## config.mk

```make
export PLATFORM = sky130hd
export DESIGN_NAME = sound_cpu_timers_and_io_ports
export DESIGN_NICKNAME = d
export VERILOG_FILES = /design/src/hdl/spcio_pkg.sv /design/src/hdl/spcio_timer.sv /design/src/hdl/sound_cpu_timers_and_io_ports.sv
export SDC_FILE = /design/constraint.sdc
export NUM_CORES = 1
export LEC_CHECK = 0
export ABC_AREA = 0
export BUFFER_PORTS_ARGS = -buffer_cell sky130_fd_sc_hd__buf_2
export CORE_MARGIN = 1.5
export CORE_UTILIZATION = 62
export DETAILED_ROUTE_END_ITERATION = 7
export PLACE_DENSITY = 0.8
export SYNTH_ARGS = -nofsm -noshare
export SYNTH_HDL_FRONTEND = slang
export SYNTH_SLANG_ARGS = --single-unit
```

## constraint.sdc

```tcl
create_clock -name clk -period 4.5 [get_ports clk]
set_clock_uncertainty 0.05 [all_clocks]
set_input_delay 0.45 -clock clk [delete_from_list [all_inputs] [get_ports clk]]
set_output_delay 0.45 -clock clk [all_outputs]
set_load 0.005 [all_outputs]
```

## src/hdl/spcio_pkg.sv

```systemverilog
// shared types, address map, timer constants and boot rom contents for the sound cpu i/o page
package spcio_pkg;

    localparam int MAX_TIMERS     = 3;
    localparam int NUM_TIMERS_DEF = 3;

    typedef enum logic [2:0] {
        OP_TICK       = 3'd0,
        OP_CPU_READ   = 3'd1,
        OP_CPU_WRITE  = 3'd2,
        OP_HOST_WRITE = 3'd3,
        OP_HOST_READ  = 3'd4
    } op_t;

    typedef enum logic [2:0] {
        EXT_NONE      = 3'd0,
        EXT_RAM_READ  = 3'd1,
        EXT_RAM_WRITE = 3'd2,
        EXT_DSP_READ  = 3'd3,
        EXT_DSP_WRITE = 3'd4
    } ext_kind_t;

    localparam logic [15:0] ADDR_TEST      = 16'h00f0;
    localparam logic [15:0] ADDR_CONTROL   = 16'h00f1;
    localparam logic [15:0] ADDR_DSP_INDEX = 16'h00f2;
    localparam logic [15:0] ADDR_DSP_DATA  = 16'h00f3;
    localparam logic [15:0] ADDR_PORT0     = 16'h00f4;
    localparam logic [15:0] ADDR_PORT3     = 16'h00f7;
    localparam logic [15:0] ADDR_AUX0      = 16'h00f8;
    localparam logic [15:0] ADDR_AUX1      = 16'h00f9;
    localparam logic [15:0] ADDR_TARGET0   = 16'h00fa;
    localparam logic [15:0] ADDR_TARGET2   = 16'h00fc;
    localparam logic [15:0] ADDR_COUNTER0  = 16'h00fd;
    localparam logic [15:0] ADDR_COUNTER2  = 16'h00ff;
    localparam logic [15:0] ROM_BASE       = 16'hffc0;

    localparam logic [7:0] DSP_INDEX_MASK = 8'h7f;

    // control register bit positions
    localparam int CTRL_CLEAR_PORTS01 = 4;
    localparam int CTRL_CLEAR_PORTS23 = 5;
    localparam int CTRL_ROM_ON        = 7;

    localparam logic [7:0] PRESCALE_SLOW = 8'd128;
    localparam logic [7:0] PRESCALE_FAST = 8'd16;

    typedef struct packed {
        logic tick;
        logic ctrl_wr;
        logic enable;
        logic target_wr;
        logic count_rd;
    } timer_cmd_t;

    localparam logic [7:0] BOOT_ROM [64] = '{
        8'hcd, 8'hef, 8'hbd, 8'he8, 8'h00, 8'hc6, 8'h1d, 8'hd0,
        8'hfc, 8'h8f, 8'haa, 8'hf4, 8'h8f, 8'hbb, 8'hf5, 8'h78,
        8'hcc, 8'hf4, 8'hd0, 8'hfb, 8'h2f, 8'h19, 8'heb, 8'hf4,
        8'hd0, 8'hfc, 8'h7e, 8'hf4, 8'hd0, 8'h0b, 8'he4, 8'hf5,
        8'hcb, 8'hf4, 8'hd7, 8'h00, 8'hfc, 8'hd0, 8'hf3, 8'hab,
        8'h01, 8'h10, 8'hef, 8'h7e, 8'hf4, 8'h10, 8'heb, 8'hba,
        8'hf6, 8'hda, 8'h00, 8'hba, 8'hf4, 8'hc4, 8'hf4, 8'hdd,
        8'h5d, 8'hd0, 8'hdb, 8'h1f, 8'h00, 8'h00, 8'hc0, 8'hff
    };

    function automatic logic [7:0] boot_rom_byte(input logic [5:0] a);
        return BOOT_ROM[a];
    endfunction

    // the third timer runs from the fast prescaler
    function automatic logic [7:0] prescale_period(input int t);
        return (t == 2) ? PRESCALE_FAST : PRESCALE_SLOW;
    endfunction

endpackage

```

## src/hdl/spcio_timer.sv

```systemverilog
// one timer: prescaler, 8-bit divider with target and 4-bit read-to-clear counter
module spcio_timer #(
    parameter logic [7:0] PRESCALE = spcio_pkg::PRESCALE_SLOW
) (
    input  logic                   clk,
    input  logic                   rst_n,
    input  spcio_pkg::timer_cmd_t  cmd,
    input  logic [7:0]             data,
    output logic [3:0]             count
);
    import spcio_pkg::*;

    logic [7:0] prescale_reg, prescale_next;
    logic [7:0] divide_reg, divide_next;
    logic [7:0] target_reg, target_next;
    logic [3:0] count_reg, count_next;
    logic       enable_reg, enable_next;
    logic [7:0] divide_inc;

    always_comb
    begin
        prescale_next = prescale_reg;
        divide_next   = divide_reg;
        target_next   = target_reg;
        count_next    = count_reg;
        enable_next   = enable_reg;
        divide_inc    = divide_reg + 8'd1;

        if (cmd.tick)
        begin
            if (prescale_reg == 8'd0)
            begin
                prescale_next = PRESCALE - 8'd1;
                if (enable_reg)
                begin
                    // target of zero matches after 256 steps through the wrap
                    if (divide_inc == target_reg)
                    begin
                        divide_next = 8'd0;
                        count_next  = count_reg + 4'd1;
                    end
                    else
                    begin
                        divide_next = divide_inc;
                    end
                end
            end
            else
            begin
                prescale_next = prescale_reg - 8'd1;
            end
        end

        if (cmd.ctrl_wr)
        begin
            if (!enable_reg && cmd.enable)
            begin
                divide_next = 8'd0;
                count_next  = 4'd0;
            end
            enable_next = cmd.enable;
        end

        if (cmd.target_wr)
        begin
            target_next = data;
        end

        if (cmd.count_rd)
        begin
            count_next = 4'd0;
        end
    end

    always_ff @(posedge clk or negedge rst_n)
    begin
        if (!rst_n)
        begin
            prescale_reg <= 8'd0;
            divide_reg   <= 8'd0;
            target_reg   <= 8'd0;
            count_reg    <= 4'd0;
            enable_reg   <= 1'b0;
        end
        else
        begin
            prescale_reg <= prescale_next;
            divide_reg   <= divide_next;
            target_reg   <= target_next;
            count_reg    <= count_next;
            enable_reg   <= enable_next;
        end
    end

    assign count = count_reg;

endmodule

```

## src/hdl/sound_cpu_timers_and_io_ports.sv

```systemverilog
// top level of the sound cpu i/o page: decode, ports, dsp index and result register
// Usage
//   Input channel (in_valid/in_stall) carries one transaction per item: op, addr, data.
//   op selects a tick, a cpu read, a cpu write, a host port write or a host port read.
//   Output channel (out_valid/out_stall) returns exactly one result per input transaction:
//   read_data for reads served here, an external ram/dsp request in ext_kind/ext_addr/
//   ext_data, and dsp_tick on every 32nd tick.
//   The result reaches the output register in the cycle after acceptance.
//   Throughput is 1 item per cycle while in_stall is low: state updates and result decode are
//   done in the accepting cycle and the result is held in one output register.
//   in_stall is raised only while a result sits in the output register and out_stall is
//   high; the held result does not change until it is taken.
//   Reset (rst_n low, asynchronous) clears the timers, ports, dsp index and cycle phase,
//   enables the boot rom and empties the output register. No clearing pass is needed.
//   NUM_TIMERS (1..3) sets how many timers exist; missing timers read 0 and ignore writes.
module sound_cpu_timers_and_io_ports #(
    parameter int NUM_TIMERS = spcio_pkg::NUM_TIMERS_DEF
) (
    input  logic        clk,
    input  logic        rst_n,
    input  logic        in_valid,
    output logic        in_stall,
    input  logic [2:0]  op,
    input  logic [15:0] addr,
    input  logic [7:0]  data,
    output logic        out_valid,
    input  logic        out_stall,
    output logic [7:0]  read_data,
    output logic [2:0]  ext_kind,
    output logic [15:0] ext_addr,
    output logic [7:0]  ext_data,
    output logic        dsp_tick
);
    import spcio_pkg::*;

    logic        accept;
    logic        is_tick, is_cpu_read, is_cpu_write;

    logic [7:0]  dsp_index_reg, dsp_index_next;
    logic [4:0]  cycle_phase_reg, cycle_phase_next;
    logic [7:0]  port_in_reg [6];
    logic [7:0]  port_in_next [6];
    logic [7:0]  port_out_reg [4];
    logic [7:0]  port_out_next [4];
    logic        boot_rom_on_reg, boot_rom_on_next;

    timer_cmd_t  timer_cmd [NUM_TIMERS];
    logic [3:0]  timer_count [NUM_TIMERS];
    logic [3:0]  counter_rd;
    logic [2:0]  pin_idx;

    logic [7:0]  rd;
    ext_kind_t   kind;
    logic [15:0] eaddr;
    logic [7:0]  edata;
    logic        dtick;

    logic        out_valid_reg;
    logic [7:0]  read_data_reg;
    logic [2:0]  ext_kind_reg;
    logic [15:0] ext_addr_reg;
    logic [7:0]  ext_data_reg;
    logic        dsp_tick_reg;

    assign in_stall     = out_valid_reg && out_stall;
    assign accept       = in_valid && !in_stall;
    assign is_tick      = (op == OP_TICK);
    assign is_cpu_read  = (op == OP_CPU_READ);
    assign is_cpu_write = (op == OP_CPU_WRITE);

    // ports f4..f9 map to port_in entries 0..5
    assign pin_idx = 3'(addr[3:0] - 4'd4);

    // timers
    always_comb
    begin
        counter_rd = 4'd0;
        for (int i = 0; i < NUM_TIMERS; i++)
        begin
            timer_cmd[i].tick      = accept && is_tick;
            timer_cmd[i].ctrl_wr   = accept && is_cpu_write && (addr == ADDR_CONTROL);
            timer_cmd[i].enable    = data[i];
            timer_cmd[i].target_wr = accept && is_cpu_write && (addr == ADDR_TARGET0 + 16'(i));
            timer_cmd[i].count_rd  = accept && is_cpu_read && (addr == ADDR_COUNTER0 + 16'(i));
            if (addr == ADDR_COUNTER0 + 16'(i))
            begin
                counter_rd = timer_count[i];
            end
        end
    end

    for (genvar g = 0; g < NUM_TIMERS; g++)
    begin : g_timer
        spcio_timer #(
            .PRESCALE (prescale_period(g))
        ) u_timer (
            .clk   (clk),
            .rst_n (rst_n),
            .cmd   (timer_cmd[g]),
            .data  (data),
            .count (timer_count[g])
        );
    end

    // result decode and state updates for the item on the input
    always_comb
    begin
        rd               = 8'd0;
        kind             = EXT_NONE;
        eaddr            = 16'd0;
        edata            = 8'd0;
        dtick            = 1'b0;
        dsp_index_next   = dsp_index_reg;
        cycle_phase_next = cycle_phase_reg;
        port_in_next     = port_in_reg;
        port_out_next    = port_out_reg;
        boot_rom_on_next = boot_rom_on_reg;

        case (op)
            OP_TICK:
            begin
                dtick            = (cycle_phase_reg == 5'd0);
                cycle_phase_next = cycle_phase_reg + 5'd1;
            end
            OP_CPU_READ:
            begin
                if (addr == ADDR_TEST || addr == ADDR_CONTROL ||
                    (addr >= ADDR_TARGET0 && addr <= ADDR_TARGET2))
                begin
                    rd = 8'd0;
                end
                else if (addr == ADDR_DSP_INDEX)
                begin
                    rd = dsp_index_reg;
                end
                else if (addr == ADDR_DSP_DATA)
                begin
                    kind  = EXT_DSP_READ;
                    eaddr = {8'd0, dsp_index_reg & DSP_INDEX_MASK};
                end
                else if (addr >= ADDR_PORT0 && addr <= ADDR_AUX1)
                begin
                    rd = port_in_reg[pin_idx];
                end
                else if (addr >= ADDR_COUNTER0 && addr <= ADDR_COUNTER2)
                begin
                    rd = {4'd0, counter_rd};
                end
                else if (boot_rom_on_reg && addr >= ROM_BASE)
                begin
                    rd = boot_rom_byte(addr[5:0]);
                end
                else
                begin
                    kind  = EXT_RAM_READ;
                    eaddr = addr;
                end
            end
            OP_CPU_WRITE:
            begin
                // every cpu write shadows into ram unless it becomes a dsp write
                kind  = EXT_RAM_WRITE;
                eaddr = addr;
                edata = data;
                if (addr == ADDR_CONTROL)
                begin
                    if (data[CTRL_CLEAR_PORTS01])
                    begin
                        port_in_next[0] = 8'd0;
                        port_in_next[1] = 8'd0;
                    end
                    if (data[CTRL_CLEAR_PORTS23])
                    begin
                        port_in_next[2] = 8'd0;
                        port_in_next[3] = 8'd0;
                    end
                    boot_rom_on_next = data[CTRL_ROM_ON];
                end
                else if (addr == ADDR_DSP_INDEX)
                begin
                    dsp_index_next = data;
                end
                else if (addr == ADDR_DSP_DATA)
                begin
                    if (!dsp_index_reg[7])
                    begin
                        kind  = EXT_DSP_WRITE;
                        eaddr = {8'd0, dsp_index_reg};
                    end
                end
                else if (addr >= ADDR_PORT0 && addr <= ADDR_PORT3)
                begin
                    port_out_next[addr[1:0]] = data;
                end
                else if (addr == ADDR_AUX0 || addr == ADDR_AUX1)
                begin
                    port_in_next[pin_idx] = data;
                end
            end
            OP_HOST_WRITE:
            begin
                port_in_next[{1'b0, addr[1:0]}] = data;
            end
            OP_HOST_READ:
            begin
                rd = port_out_reg[addr[1:0]];
            end
            default:
            begin
                rd = 8'd0;
            end
        endcase
    end

    always_ff @(posedge clk or negedge rst_n)
    begin
        if (!rst_n)
        begin
            dsp_index_reg   <= 8'd0;
            cycle_phase_reg <= 5'd0;
            boot_rom_on_reg <= 1'b1;
            for (int i = 0; i < 6; i++)
            begin
                port_in_reg[i] <= 8'd0;
            end
            for (int i = 0; i < 4; i++)
            begin
                port_out_reg[i] <= 8'd0;
            end
        end
        else if (accept)
        begin
            dsp_index_reg   <= dsp_index_next;
            cycle_phase_reg <= cycle_phase_next;
            boot_rom_on_reg <= boot_rom_on_next;
            port_in_reg     <= port_in_next;
            port_out_reg    <= port_out_next;
        end
    end

    // result register
    always_ff @(posedge clk or negedge rst_n)
    begin
        if (!rst_n)
        begin
            out_valid_reg <= 1'b0;
        end
        else if (accept)
        begin
            out_valid_reg <= 1'b1;
        end
        else if (!out_stall)
        begin
            out_valid_reg <= 1'b0;
        end
    end

    always_ff @(posedge clk)
    begin
        if (accept)
        begin
            read_data_reg <= rd;
            ext_kind_reg  <= kind;
            ext_addr_reg  <= eaddr;
            ext_data_reg  <= edata;
            dsp_tick_reg  <= dtick;
        end
    end

    assign out_valid = out_valid_reg;
    assign read_data = read_data_reg;
    assign ext_kind  = ext_kind_reg;
    assign ext_addr  = ext_addr_reg;
    assign ext_data  = ext_data_reg;
    assign dsp_tick  = dsp_tick_reg;

    a_accept_gives_result: assert property (@(posedge clk) disable iff (!rst_n)
        accept |=> out_valid)
        else $error("accepted transaction did not produce a result");

    a_phase_advance: assert property (@(posedge clk) disable iff (!rst_n)
        accept && is_tick |=> cycle_phase_reg == 5'($past(cycle_phase_reg) + 5'd1))
        else $error("cycle phase did not advance on tick");

    a_dsp_tick_alone: assert property (@(posedge clk) disable iff (!rst_n)
        out_valid && dsp_tick |-> ext_kind == EXT_NONE && read_data == 8'd0)
        else $error("dsp tick result carries other fields");

    a_dsp_write_index: assert property (@(posedge clk) disable iff (!rst_n)
        out_valid && ext_kind == EXT_DSP_WRITE |-> !ext_addr[7] && ext_addr[15:8] == 8'd0)
        else $error("dsp write with index at or above 0x80");

    a_rom_off: assert property (@(posedge clk) disable iff (!rst_n)
        accept && is_cpu_write && addr == ADDR_CONTROL && !data[CTRL_ROM_ON]
        |=> !boot_rom_on_reg)
        else $error("boot rom still mapped after control write cleared it");

endmodule

```

==> impl_metrics.ini <==
[routing]
via_per_inst = 6.45
routed_wl_um = 32300
wl_per_cell_um = 21.1
drc = 0
drt_iter0_drc = 1152
first_pass_iters = 6
num_vias = 9875
ant_nets = 0

[critical_path]
worst_ep_arrival_time_ns = 3.48
cp_slowest_cell = o41ai_2
crit_path_start_kind = primary input
end_kind = register
crit_top_cell = nor2_1
worstPathCellList = buf_2 > inv_1 > ha_1 > nor2_1 > nor2_1 > o21ai_0 > nand2_1 > o41ai_2 > a22o_1
criticalPathCategory = in -> reg
crit_required_ns = 4.84
max_stage_delay_ns = 0.92
cp_max_fo = 17

[grt]
grt_max_degree = 98
first_global_vias = 9241
grt_pass1_wl_um = 51400
track_usage_pct = 32.1
overflow = 0
antenna_found_initial = 0

[timing]
tns_ns = 0
finalSetupViolations = 0
tightest_slew_ns = 0.966
hold_slack_ns = -0.0445
rsz0062_at_grt = false
setup_slack_ns = 1.36
period_minus_slack_ns = 3.14
relSlewSlack_pct = 35.0
drv_slew = 0
hold_viol_final = 11
clock.fmax_mhz = 318
finalCritPeriodShare_pct = 69.8

[logic_synthesis]
synthArstFlopShare_pct = 83.5
syn_area_per_cell_um2 = 10.2
yosys_register_bits = 218
syn_nets = 1258
synth_ff_type = dfrtp_1
ys.warnings.count = 0
synth_edf_count = 36
syn_area_um2 = 12300
seq_area_frac_synth_pct = 46.0
synth.distinct_cells = 76
synthCells = 1207

[outcome]
violations = hold timing
status = finished, violations left

[power_and_ir_drop]
power_frac_comb_pct = 14.1
power.switching_mw = 1.37
vdd_drop_max_mv = 0.254
p_sw_share_pct = 27.9
leakagePower_nw = 6.17
intPower_mw = 3.54
power_mw = 4.91
pwr-share-seq_pct = 49.1
pwr-share-clk_pct = 36.8
p_per_area_nw_per_um2 = 363

[clock_tree]
holdBufCountCts = 0
clkTransAtPathRegs_ns = 0.06
ctsRootBufferMaster = clkbuf_16
cts_tree = built
postCtsSetupBuffers = 0
cts.sink_count = 218
h-tree-depth = 1
clock_latency_ns = 0.53
cts_resized = 0
cts_made_buffers = 23
cts_max_path_buffers = 3

[floorplanning]
coreArea_um2 = 19400
io_pins = 69
start_util_pct = 63.2
fp-row-count = 51
dieArea_um2 = 20600
die_y_um = 144
die_w_um = 144

[finish]
utilization_pct = 69.6
multi_input_area_um2 = 6150
nFillCells = 1509
stdcell_count = 1530
stdcell_area_um2 = 13500
syn2layout_area_growth_pct = 10.2
final-seq-area_um2 = 5640
antenna-diode-count = 0
largest_register_ffs = 48
drive_gt1_share_pct = 19.3
final_nets = 1299

[placed_design]
placed_cell_area_um2 = 12800
dpl_worst_slack_ns = 0.829
place.gp.congestion = 0.972
hpwl_um = 22200
placed_cells = 1488
port_buffers = 68

[run]
cap_viol_max_count = 0

[min_path]
hold_class = in -> async
[cells by family (layout without fill, tap and decap cells)]
group	after synthesis	after routing	share of synthesized area (%)
muxes	141	141	14.3
buffers and inverters	125	183	3.92
AOI/OAI and AO/OA	221	221	12.1
xor gates and xnor gates	50	50	3.57
and+or+nand+nor	432	432	18.1
DFF	218	218	46.0
adders and majority gates	20	20	2.04
[cells in the final DEF, fill, tap and decap left out, drive strengths merged, types with 20 or more instances in the layout]
master | Yosys | layout
mux2 | 91 | 91
clkbuf | 44 | 31
o21ai | 60 | 60
mux2i | 32 | 32
nor3 | 32 | 32
xnor2 | 33 | 33
buf | 21 | 81
nor2 | 56 | 56
nand3 | 50 | 50
dfrtp | 181 | 181
a21oi | 47 | 47
inv | 58 | 59
and2 | 22 | 22
ha | 20 | 20
edfxtp | 36 | 36
nand2 | 147 | 147
[layer usage]
layer / routed length [um] / global-route usage, %
met5: 0 / 0
met4: 964 / 10.3
met3: 2750 / 5.20
met2: 14700 / 49.5
met1: 14000 / 46.6
[worst paths after layout]
path	start	end	slack (ns)	cells past startpoint
min in group clk	in_valid	out_valid	0.12	2
worst min register to register	g_timer[0].u_timer.prescale_reg[6]	g_timer[0].u_timer.prescale_reg[6]	0.42	1
worst min-delay path	rst_n	cycle_phase_reg[3]	-0.04	1
worst max-delay path	addr[1]	ext_addr[0]	1.36	9
worst max register to register	g_timer[0].u_timer.divide_reg[0]	g_timer[0].u_timer.count[3]	1.38	7
max in group asynchronous	rst_n	g_timer[1].u_timer.divide_reg[3]	3.48	2
[cell type report]
| type | count | area share (%) |
|---|---|---|
| multi-input combinational | 864 | 45.5 |
| sequential | 218 | 41.7 |
| clock buffer | 31 | 4.63 |
| timing repair buffer | 81 | 3.38 |
| tap | 265 | 2.45 |
| inverter | 60 | 1.67 |
| clock inverter | 11 | 0.620 |
[worst max-delay path, delay by kind of cell]
family / cells / cell delay, ns
AOI/OAI and AO/OA: 3 / 1.43
buffers and inverters: 2 / 0.58
and+or+nand+nor: 3 / 0.54
adders and majority gates: 1 / 0.46
[synth_stat cells (all sizes together) (17+ instances only)]
| master | instances | area [um^2] |
|---|---|---|
| a21oi | 47 | 235 |
| and2 | 22 | 138 |
| buf | 21 | 90.1 |
| clkbuf | 44 | 165 |
| dfrtp | 181 | 4530 |
| edfxtp | 36 | 1080 |
| ha | 20 | 250 |
| inv | 58 | 218 |
| mux2 | 91 | 1020 |
| mux2i | 32 | 320 |
| mux4 | 18 | 405 |
| nand2 | 147 | 552 |
| nand3 | 50 | 260 |
| nor2 | 56 | 210 |
| nor3 | 32 | 186 |
| o21ai | 60 | 300 |
| xnor2 | 33 | 289 |
| xor2 | 17 | 149 |
[power by group through the flow]
stage / clock [mW] / sequential [mW] / combinational (mW)
6_report: 1.81 / 2.41 / 0.691
5_1_grt: 1.91 / 2.43 / 0.774
4_1_cts: 1.83 / 2.40 / 0.686
3_5_place_dp: 0 / 2.44 / 0.680
3_3_place_gp: 0 / 2.42 / 0.649
2_1_floorplan: 0 / 2.38 / 0.468
Note: power is estimated with default switching activity, not from simulation.
